$ cat src/design/mmn_pkg.sv
// Shared types and constants for the min-max normalizer.
// No dependencies; imported by every module of the block except mmn_ram.
package mmn_pkg;

  localparam int SAMPLE_W   = 16;
  localparam int CFG_ADDR_W = 1;
  localparam int DIV_STEPS  = 16;
  localparam int DIV_CNT_W  = 4;

  typedef logic signed [SAMPLE_W-1:0] sample_t;

  // Configuration register indexes
  localparam logic [CFG_ADDR_W-1:0] CFG_LOWER = 1'b0;
  localparam logic [CFG_ADDR_W-1:0] CFG_UPPER = 1'b1;

  localparam sample_t MIN_RESET   = 16'sh7FFF;
  localparam sample_t MAX_RESET   = 16'sh8000;
  localparam sample_t LOWER_RESET = 16'sh0000;
  localparam sample_t UPPER_RESET = 16'sh0100;

  // One finished data set, handed from the front to the back
  typedef struct packed {
    logic    bank;
    sample_t min_val;
    sample_t max_val;
    logic    overflow;
  } job_t;

  typedef enum logic [2:0] {
    B_IDLE,
    B_READ,
    B_LOAD,
    B_MUL,
    B_DIV,
    B_OUT
  } back_state_t;

endpackage

$ cat src/design/mmn_ram.sv
// Generic single-write, single-read RAM with registered read data.
// No dependencies.
module mmn_ram #(
  parameter int WIDTH = 16,
  parameter int DEPTH = 128,
  parameter int AW    = $clog2(DEPTH)
) (
  input  logic             clk,
  input  logic             we,
  input  logic [AW-1:0]    waddr,
  input  logic [WIDTH-1:0] wdata,
  input  logic             re,
  input  logic [AW-1:0]    raddr,
  output logic [WIDTH-1:0] rdata
);

  logic [WIDTH-1:0] mem [DEPTH];
  logic [WIDTH-1:0] rdata_r;

  always_ff @(posedge clk) begin
    if (we) begin
      mem[waddr] <= wdata;
    end
    if (re) begin
      rdata_r <= mem[raddr];
    end
  end

  assign rdata = rdata_r;

endmodule

$ cat src/design/mmn_front.sv
// Load side: accepts samples, writes them to the current bank, tracks min/max.
// Depends on mmn_pkg; hands a job_t to the job queue on the last sample.
module mmn_front
  import mmn_pkg::*;
#(
  parameter int MAX_ELEMENTS = 64,
  parameter int ADDR_W       = $clog2(MAX_ELEMENTS),
  parameter int CNT_W        = $clog2(MAX_ELEMENTS + 1)
) (
  input  logic              clk,
  input  logic              rst_n,
  input  logic              accept,
  input  sample_t           sample,
  input  logic              last_element,
  output logic              ram_we,
  output logic [ADDR_W:0]   ram_waddr,
  output sample_t           ram_wdata,
  output logic              job_push,
  output job_t              job,
  output logic [CNT_W-1:0]  job_count
);

  sample_t          min_r, min_nxt;
  sample_t          max_r, max_nxt;
  logic [CNT_W-1:0] count_r, count_nxt;
  logic             ov_r, ov_nxt;
  logic             bank_r, bank_nxt;
  logic             can_store;

  assign can_store = count_r < CNT_W'(MAX_ELEMENTS);
  assign ram_waddr = {bank_r, count_r[ADDR_W-1:0]};
  assign ram_wdata = sample;

  // Store or drop the request, close the set on the last element
  always_comb begin
    min_nxt   = min_r;
    max_nxt   = max_r;
    count_nxt = count_r;
    ov_nxt    = ov_r;
    bank_nxt  = bank_r;
    ram_we    = 1'b0;
    if (accept) begin
      if (can_store) begin
        ram_we    = 1'b1;
        count_nxt = count_r + 1'b1;
        if (sample < min_r) min_nxt = sample;
        if (sample > max_r) max_nxt = sample;
      end else begin
        ov_nxt = 1'b1;
      end
    end
    job_push     = accept & last_element;
    job.bank     = bank_r;
    job.min_val  = min_nxt;
    job.max_val  = max_nxt;
    job.overflow = ov_nxt;
    job_count    = count_nxt;
    if (job_push) begin
      min_nxt   = MIN_RESET;
      max_nxt   = MAX_RESET;
      count_nxt = '0;
      ov_nxt    = 1'b0;
      bank_nxt  = ~bank_r;
    end
  end

  always_ff @(posedge clk) begin
    if (!rst_n) begin
      min_r   <= MIN_RESET;
      max_r   <= MAX_RESET;
      count_r <= '0;
      ov_r    <= 1'b0;
      bank_r  <= 1'b0;
    end else begin
      min_r   <= min_nxt;
      max_r   <= max_nxt;
      count_r <= count_nxt;
      ov_r    <= ov_nxt;
      bank_r  <= bank_nxt;
    end
  end

endmodule

$ cat src/design/mmn_back.sv
// Emit side: reads a finished bank, rescales each sample with a bit-serial
// divider and holds the result in an output register. Depends on mmn_pkg.
module mmn_back
  import mmn_pkg::*;
#(
  parameter int MAX_ELEMENTS = 64,
  parameter int ADDR_W       = $clog2(MAX_ELEMENTS),
  parameter int CNT_W        = $clog2(MAX_ELEMENTS + 1)
) (
  input  logic              clk,
  input  logic              rst_n,
  input  sample_t           lower_bound,
  input  sample_t           upper_bound,
  input  logic              job_valid,
  input  job_t              job,
  input  logic [CNT_W-1:0]  job_count,
  output logic              job_done,
  output logic              ram_re,
  output logic [ADDR_W:0]   ram_raddr,
  input  sample_t           ram_rdata,
  output logic              out_empty,
  input  logic              out_pop,
  output sample_t           out_scaled,
  output logic              out_final_result,
  output logic              out_dropped
);

  back_state_t          state_r, state_nxt;
  logic [CNT_W-1:0]     idx_r, idx_nxt;
  logic [DIV_CNT_W-1:0] step_r, step_nxt;
  logic [15:0]          span_r, span_nxt;
  logic                 flat_r, flat_nxt;
  logic [15:0]          rmag_r, rmag_nxt;
  logic                 rneg_r, rneg_nxt;
  logic [15:0]          diff_r, diff_nxt;
  logic [31:0]          work_r, work_nxt;
  logic                 out_valid_r, out_valid_nxt;
  sample_t              out_scaled_r, out_scaled_nxt;
  logic                 out_final_r, out_final_nxt;
  logic                 out_dropped_r, out_dropped_nxt;

  logic signed [16:0] range_s;
  logic [16:0]        span_w;
  logic [16:0]        diff_w;
  logic [32:0]        shifted;
  logic [16:0]        trial;
  logic [15:0]        quot;
  sample_t            result;
  logic               is_final;
  logic               out_load;

  assign range_s  = 17'(upper_bound) - 17'(lower_bound);
  assign span_w   = 17'(job.max_val) - 17'(job.min_val);
  assign diff_w   = 17'(ram_rdata) - 17'(job.min_val);
  assign shifted  = {work_r, 1'b0};
  assign trial    = shifted[32:16];
  assign quot     = work_r[15:0];
  assign result   = flat_r ? lower_bound
                  : (rneg_r ? lower_bound - sample_t'(quot) : lower_bound + sample_t'(quot));
  assign is_final = (idx_r + 1'b1) == job_count;
  assign out_load = (state_r == B_OUT) && (!out_valid_r || out_pop);

  assign ram_raddr = {job.bank, idx_r[ADDR_W-1:0]};

  // Sequencer: read, subtract, multiply, divide, deliver
  always_comb begin
    state_nxt       = state_r;
    idx_nxt         = idx_r;
    step_nxt        = step_r;
    span_nxt        = span_r;
    flat_nxt        = flat_r;
    rmag_nxt        = rmag_r;
    rneg_nxt        = rneg_r;
    diff_nxt        = diff_r;
    work_nxt        = work_r;
    ram_re          = 1'b0;
    job_done        = 1'b0;
    out_valid_nxt   = out_valid_r;
    out_scaled_nxt  = out_scaled_r;
    out_final_nxt   = out_final_r;
    out_dropped_nxt = out_dropped_r;

    if (out_pop && out_valid_r) out_valid_nxt = 1'b0;

    case (state_r)
      B_IDLE: begin
        if (job_valid) begin
          idx_nxt   = '0;
          span_nxt  = span_w[15:0];
          flat_nxt  = job.max_val == job.min_val;
          rneg_nxt  = range_s[16];
          rmag_nxt  = range_s[16] ? 16'(-range_s) : range_s[15:0];
          state_nxt = B_READ;
        end
      end
      B_READ: begin
        ram_re    = 1'b1;
        state_nxt = B_LOAD;
      end
      B_LOAD: begin
        diff_nxt  = diff_w[15:0];
        state_nxt = B_MUL;
      end
      B_MUL: begin
        // Quotient fits 16 bits since the sample never exceeds the maximum
        work_nxt  = diff_r * rmag_r;
        step_nxt  = '0;
        state_nxt = B_DIV;
      end
      B_DIV: begin
        // One restoring division step per cycle
        if (trial >= {1'b0, span_r}) begin
          work_nxt = {16'(trial - {1'b0, span_r}), shifted[15:1], 1'b1};
        end else begin
          work_nxt = shifted[31:0];
        end
        step_nxt = step_r + 1'b1;
        if (step_r == DIV_CNT_W'(DIV_STEPS - 1)) state_nxt = B_OUT;
      end
      B_OUT: begin
        if (out_load) begin
          out_valid_nxt   = 1'b1;
          out_scaled_nxt  = result;
          out_final_nxt   = is_final;
          out_dropped_nxt = job.overflow;
          if (is_final) begin
            job_done  = 1'b1;
            state_nxt = B_IDLE;
          end else begin
            idx_nxt   = idx_r + 1'b1;
            state_nxt = B_READ;
          end
        end
      end
      default: state_nxt = B_IDLE;
    endcase
  end

  always_ff @(posedge clk) begin
    if (!rst_n) begin
      state_r     <= B_IDLE;
      out_valid_r <= 1'b0;
    end else begin
      state_r     <= state_nxt;
      out_valid_r <= out_valid_nxt;
    end
  end

  always_ff @(posedge clk) begin
    idx_r         <= idx_nxt;
    step_r        <= step_nxt;
    span_r        <= span_nxt;
    flat_r        <= flat_nxt;
    rmag_r        <= rmag_nxt;
    rneg_r        <= rneg_nxt;
    diff_r        <= diff_nxt;
    work_r        <= work_nxt;
    out_scaled_r  <= out_scaled_nxt;
    out_final_r   <= out_final_nxt;
    out_dropped_r <= out_dropped_nxt;
  end

  assign out_empty        = ~out_valid_r;
  assign out_scaled       = out_scaled_r;
  assign out_final_result = out_final_r;
  assign out_dropped      = out_dropped_r;

endmodule

$ cat src/design/min_max_normalizer_unit.sv
// Min-max normalizer top level: loading accepts one sample per cycle while in_full is low;
// each emitted result goes through RAM read, subtract, multiply and a 16-step divider.
// Two RAM banks and a two-entry job queue let a new set load while one emits.
// Reset (synchronous, rst_n low) clears min/max/count, the queue and bounds
// to lower 0, upper 1.0; the sample RAM is not cleared.
module min_max_normalizer_unit
  import mmn_pkg::*;
#(
  parameter int MAX_ELEMENTS = 64
) (
  input  logic                  clk,
  input  logic                  rst_n,
  input  logic                  in_push,
  output logic                  in_full,
  input  sample_t               in_sample,
  input  logic                  in_last_element,
  output logic                  out_empty,
  input  logic                  out_pop,
  output sample_t               out_scaled,
  output logic                  out_final_result,
  output logic                  out_dropped,
  input  logic                  cfg_we,
  input  logic [CFG_ADDR_W-1:0] cfg_addr,
  input  logic [SAMPLE_W-1:0]   cfg_wdata
);

  localparam int ADDR_W = $clog2(MAX_ELEMENTS);
  localparam int CNT_W  = $clog2(MAX_ELEMENTS + 1);
  localparam int DEPTH  = 2 * (1 << ADDR_W);

  sample_t lower_r, upper_r;

  logic              accept;
  logic              ram_we, ram_re;
  logic [ADDR_W:0]   ram_waddr, ram_raddr;
  sample_t           ram_wdata, ram_rdata;
  logic              job_push, job_done;
  job_t              push_job;
  logic [CNT_W-1:0]  push_count;

  job_t              q_job_r [2];
  logic [CNT_W-1:0]  q_cnt_r [2];
  logic              q_wr_r, q_rd_r;
  logic [1:0]        q_fill_r;

  // Bound registers
  always_ff @(posedge clk) begin
    if (!rst_n) begin
      lower_r <= LOWER_RESET;
      upper_r <= UPPER_RESET;
    end else if (cfg_we) begin
      case (cfg_addr)
        CFG_LOWER: lower_r <= cfg_wdata;
        CFG_UPPER: upper_r <= cfg_wdata;
        default: ;
      endcase
    end
  end

  // Both banks busy when two jobs wait
  assign in_full = q_fill_r[1];
  assign accept  = in_push & ~in_full;

  mmn_front #(
    .MAX_ELEMENTS(MAX_ELEMENTS)
  ) u_front (
    .clk          (clk),
    .rst_n        (rst_n),
    .accept       (accept),
    .sample       (in_sample),
    .last_element (in_last_element),
    .ram_we       (ram_we),
    .ram_waddr    (ram_waddr),
    .ram_wdata    (ram_wdata),
    .job_push     (job_push),
    .job          (push_job),
    .job_count    (push_count)
  );

  mmn_ram #(
    .WIDTH(SAMPLE_W),
    .DEPTH(DEPTH)
  ) u_ram (
    .clk   (clk),
    .we    (ram_we),
    .waddr (ram_waddr),
    .wdata (ram_wdata),
    .re    (ram_re),
    .raddr (ram_raddr),
    .rdata (ram_rdata)
  );

  // Job queue between front and back
  always_ff @(posedge clk) begin
    if (!rst_n) begin
      q_wr_r   <= 1'b0;
      q_rd_r   <= 1'b0;
      q_fill_r <= '0;
    end else begin
      if (job_push) q_wr_r <= ~q_wr_r;
      if (job_done) q_rd_r <= ~q_rd_r;
      q_fill_r <= q_fill_r + {1'b0, job_push} - {1'b0, job_done};
    end
  end

  always_ff @(posedge clk) begin
    if (job_push) begin
      q_job_r[q_wr_r] <= push_job;
      q_cnt_r[q_wr_r] <= push_count;
    end
  end

  mmn_back #(
    .MAX_ELEMENTS(MAX_ELEMENTS)
  ) u_back (
    .clk              (clk),
    .rst_n            (rst_n),
    .lower_bound      (lower_r),
    .upper_bound      (upper_r),
    .job_valid        (q_fill_r != 2'd0),
    .job              (q_job_r[q_rd_r]),
    .job_count        (q_cnt_r[q_rd_r]),
    .job_done         (job_done),
    .ram_re           (ram_re),
    .ram_raddr        (ram_raddr),
    .ram_rdata        (ram_rdata),
    .out_empty        (out_empty),
    .out_pop          (out_pop),
    .out_scaled       (out_scaled),
    .out_final_result (out_final_result),
    .out_dropped      (out_dropped)
  );

endmodule

$ cat config.mk
export PLATFORM = sky130hd
export DESIGN_NAME = min_max_normalizer_unit
export DESIGN_NICKNAME = d
export VERILOG_FILES = /design/src/design/mmn_pkg.sv /design/src/design/mmn_ram.sv /design/src/design/mmn_front.sv /design/src/design/mmn_back.sv /design/src/design/min_max_normalizer_unit.sv
export SDC_FILE = /design/constraint.sdc
export NUM_CORES = 2
export LEC_CHECK = 0
export BUFFER_PORTS_ARGS = -buffer_cell sky130_fd_sc_hd__buf_2
export CORE_ASPECT_RATIO = 1.75
export CORE_MARGIN = 2
export CORE_UTILIZATION = 25
export CTS_CLUSTER_SIZE = 14
export DETAILED_ROUTE_END_ITERATION = 16
export SYNTH_ARGS = -nofsm -noshare
export SYNTH_HDL_FRONTEND = slang
export SYNTH_SLANG_ARGS = --single-unit
$ cat constraint.sdc
create_clock -name clk -period 6.9 [get_ports clk]
set_input_delay 0.345 -clock clk [delete_from_list [all_inputs] [get_ports clk]]
set_output_delay 0.345 -clock clk [all_outputs]
set_load 0.01 [all_outputs]
==> key figures <==
Status
  – Outcome: finished clean

Cells and area
  – Fillers: 39700
  – Layout cells sized above 1: 0.224
  – Synthesis-to-layout area growth: 14.0%
  – Nets: 6235
  – Most frequent cells in the layout: edfxtp_1, mux4_2, inv_1, nand2_1, buf_4
  – Final std cells w/o fill: 11200
  – Most common cell after layout, fill and taps aside: edfxtp_1

Critical path
  – Required time worst endpoint: 7.49 ns
  – CP Capture Type: flip-flop
  – CP most frequent cell: fa_1
  – CP Buf/Inv Count: 6
  – Critical path arrival: 7.21 ns
  – Worst path cell trace: buf_4, and2_1, fa_1, inv_1, fa_1, inv_1, fa_1, fa_1, fa_1, inv_1, fa_1, inv_1, ha_1, a21oi_1, o21ai_0, a21oi_1, a21oi_2, o2111ai_1, a31oi_2, buf_4, a31oi_1, nand2_1, o211a_1
  – Slowest stage delay, CP: 0.54 ns
  – CP max stage cell: fa_1
  – CP startpoint kind: flip-flop
  – Crit-path max FO: 7
  – Crit Path Class: reg -> reg
  – Crit-path leading delay family: adder cells

Place
  – IO Port Bufs: 58
  – Placed instance count: 10800
  – Gpl congestion: 0.861
  – Post-DP HPWL: 185 mm

STA
  – Final hold vios: 0
  – Crit share post-route: 0.959
  – Clk_skew: 0.101 ns
  – Final setup viols: 0
  – F_max: 151 MHz
  – Final Max Slew Viols: 0
  – Min Hold Slack: 0.0172 ns
  – Period minus WS final: 6.62 ns
  – Slew @ Worst Pin: 1.21 ns
  – Worst slew margin: 0.187

Routing
  – Post-Route WL: 275 mm
  – Final ANT Viol Nets: 0
  – Vias per cell: 4.56
  – DRC Markers: 0
  – Routed len/inst: 24.5 um
  – Routed via count: 51100
  – Detailed Route Iter0 Violations: 4002
  – Drt pass-1 iters: 8

Yosys
  – Avg Cell Area, Syn: 18.7 um^2
  – Distinct cells, synth: 63
  – Most used DFF post-synth: edfxtp_1
  – Async set-reset flop share out of synthesis: 0
  – Synthesis-stage register bit count: 2339
  – Syn Nets: 5925
  – Register area share after synthesis: 0.680
  – Top-area cell type share of the netlist area: 0.663
  – Number of synthesized flops with an enable pin: 2257
  – Synth top area cells: edfxtp_1, mux4_2, fa_1
  – Synthesized area: 102000 um^2
  – Post-synth top area cell: edfxtp_1
  – Syn Inst Count: 5468
  – Warnings, synthesis: 0

Clock tree
  – CTS Root Cell: clkbuf_16
  – CTS clk-pin slew, worst paths: 0.09 ns
  – Clock Latency Late Sink: 0.91 ns
  – H-tree depth: 4
  – Clock buffer count from CTS: 203
  – CTS tree: yes
  – Bufs on Longest Clock Path: 4
  – CTS sink cnt: 2339

Global routing
  – Largest net degree at the start of global routing: 139
  – Vias in the first global route: 55400
  – Initial antenna violation count: 14
  – First-pass GRT wire length: 395 mm
  – Gr ovfl total: 0
  – GRT Total Usage: 0.131

Power
  – Leakage power figure: 37.9 nW
  – VDD IR max: 0.932 mV
  – Power per cell area: 400 nW/um^2
  – Power, Total: 0.0465 W

Floorplanning
  – Horiz. Die Dim: 487 um
  – Full die area: 414000 um^2
  – Row count: 310
  – IO Count: 59
  – Die Height: 850 um
  – Initial core utilization: 0.251
  – Core Area: 407000 um^2

Job
  – # Max-Cap Violations: 0

Worst hold path
  – Hold Path Class: in -> reg
-- sequential cells by signal, summed over array words and instances, names as in the netlist, 2 cells and up, named ones only --
register and flops:
lower_r 16, q_cnt_r 14, q_fill_r 2, q_job_r 68, u_back.diff_r 16, u_back.idx_r 7, u_back.out_scaled 16, u_back.rmag_r 16
u_back.span_r 16, u_back.state_r 3, u_back.step_r 4, u_back.work_r 32, u_front.count_r 7, u_front.max_r 16, u_front.min_r 16, u_ram.mem 2048
u_ram.rdata 16, upper_r 16
-- kinds of logic after synthesis --
logic type | share of synthesized area
DFF | 0.680
and+or+nand+nor | 0.0402
muxes | 0.159
buffers and inverters | 0.0218
adders and majority gates | 0.0658
AOI/OAI and AO/OA | 0.0226
xor gates and xnor gates | 0.0115
-- synth_stat cells (29+ instances only) --
library cell	instances
clkbuf_1	154
edfxtp_1	2257
buf_2	51
nand2_1	294
dfxtp_1	82
o21ai_0	82
fa_1	199
nor2b_1	40
buf_1	34
nor2_1	223
inv_1	332
a21boi_0	41
mux2_2	66
nor3_1	29
xor2_1	46
nand3_1	31
a21oi_1	97
mux4_2	672
ha_1	219
nand2b_1	33
mux2i_1	33
and2_1	155
xnor2_1	88
a21o_1	34
-- per-layer routing --
metal,global-route usage,part of all wire
met5,0,0.000091
met3,0.0115,0.034
met2,0.264,0.58
met1,0.130,0.33
met4,0.0643,0.057
-- worst reg2reg max path, cell delays in order, from the launching register on --
cell       delay, ns
edfxtp_1        0.50
buf_4           0.21
and2_1          0.17
fa_1            0.54
inv_1           0.06
fa_1            0.48
inv_1           0.06
fa_1            0.48
fa_1            0.53
fa_1            0.50
inv_1           0.05
fa_1            0.48
inv_1           0.05
ha_1            0.28
a21oi_1         0.21
o21ai_0         0.15
a21oi_1         0.25
a21oi_2         0.14
o2111ai_1       0.34
a31oi_2         0.20
buf_4           0.19
a31oi_1         0.23
nand2_1         0.11
o211a_1         0.14
-- per-stage QoR --
step / cell area (um^2) / util / worst slack (ns) / setup TNS [ns]
after floorplan: 102000 / - / 0.882 / 0
after global placement: 110000 / 0.271 / 0.0990 / 0
after detailed placement: 110000 / 0.271 / 0.161 / 0
after CTS: 116000 / 0.286 / 0.0629 / 0
after global routing: 116000 / 0.286 / -0.00994 / -0.00994
final: 116000 / 0.286 / 0.284 / 0
-- power by group --
part / internal [W] / switching, W / leakage [nW] / total [W]
logic: 0.00793 / 0.0114 / 14.1 / 0.0193
registers: 0.0165 / 0.000167 / 21.0 / 0.0167
clock network: 0.00556 / 0.00501 / 2.79 / 0.0106
-- final cells by class --
type / instances / area, um^2 / area share
diodes: 28 / 70.1 / 0.000602
flip-flops and latches: 2339 / 69400 / 0.596
well taps: 5304 / 6640 / 0.0570
repair buffers: 345 / 2760 / 0.0237
clock inverters: 34 / 302 / 0.00259
clock buffers: 262 / 5430 / 0.0467
inverters: 333 / 1250 / 0.0107
multi-input cells: 2556 / 30600 / 0.263
-- repair_timing --
item,CTS,global route
buffers inserted,0,15
endpoints found under the hold margin,111,0
endpoints found under the setup margin,0,4
gates resized for setup,0,2
hold buffers,28,0
-- path summary, 6_finish.rpt --
kind	start	to	slack (ns)	cells after the start
worst max register to register	u_back.rmag_r[4]	u_back.work_r[31]	0.28	23
worst min register to register	lower_r[15]	lower_r[15]	0.47	2
worst min-delay path	in_sample[0]	u_ram.mem[53][0]	0.02	1
worst max-delay path	u_back.rmag_r[4]	u_back.work_r[31]	0.28	23
No activity file was read; power rests on OpenSTA's default activity.
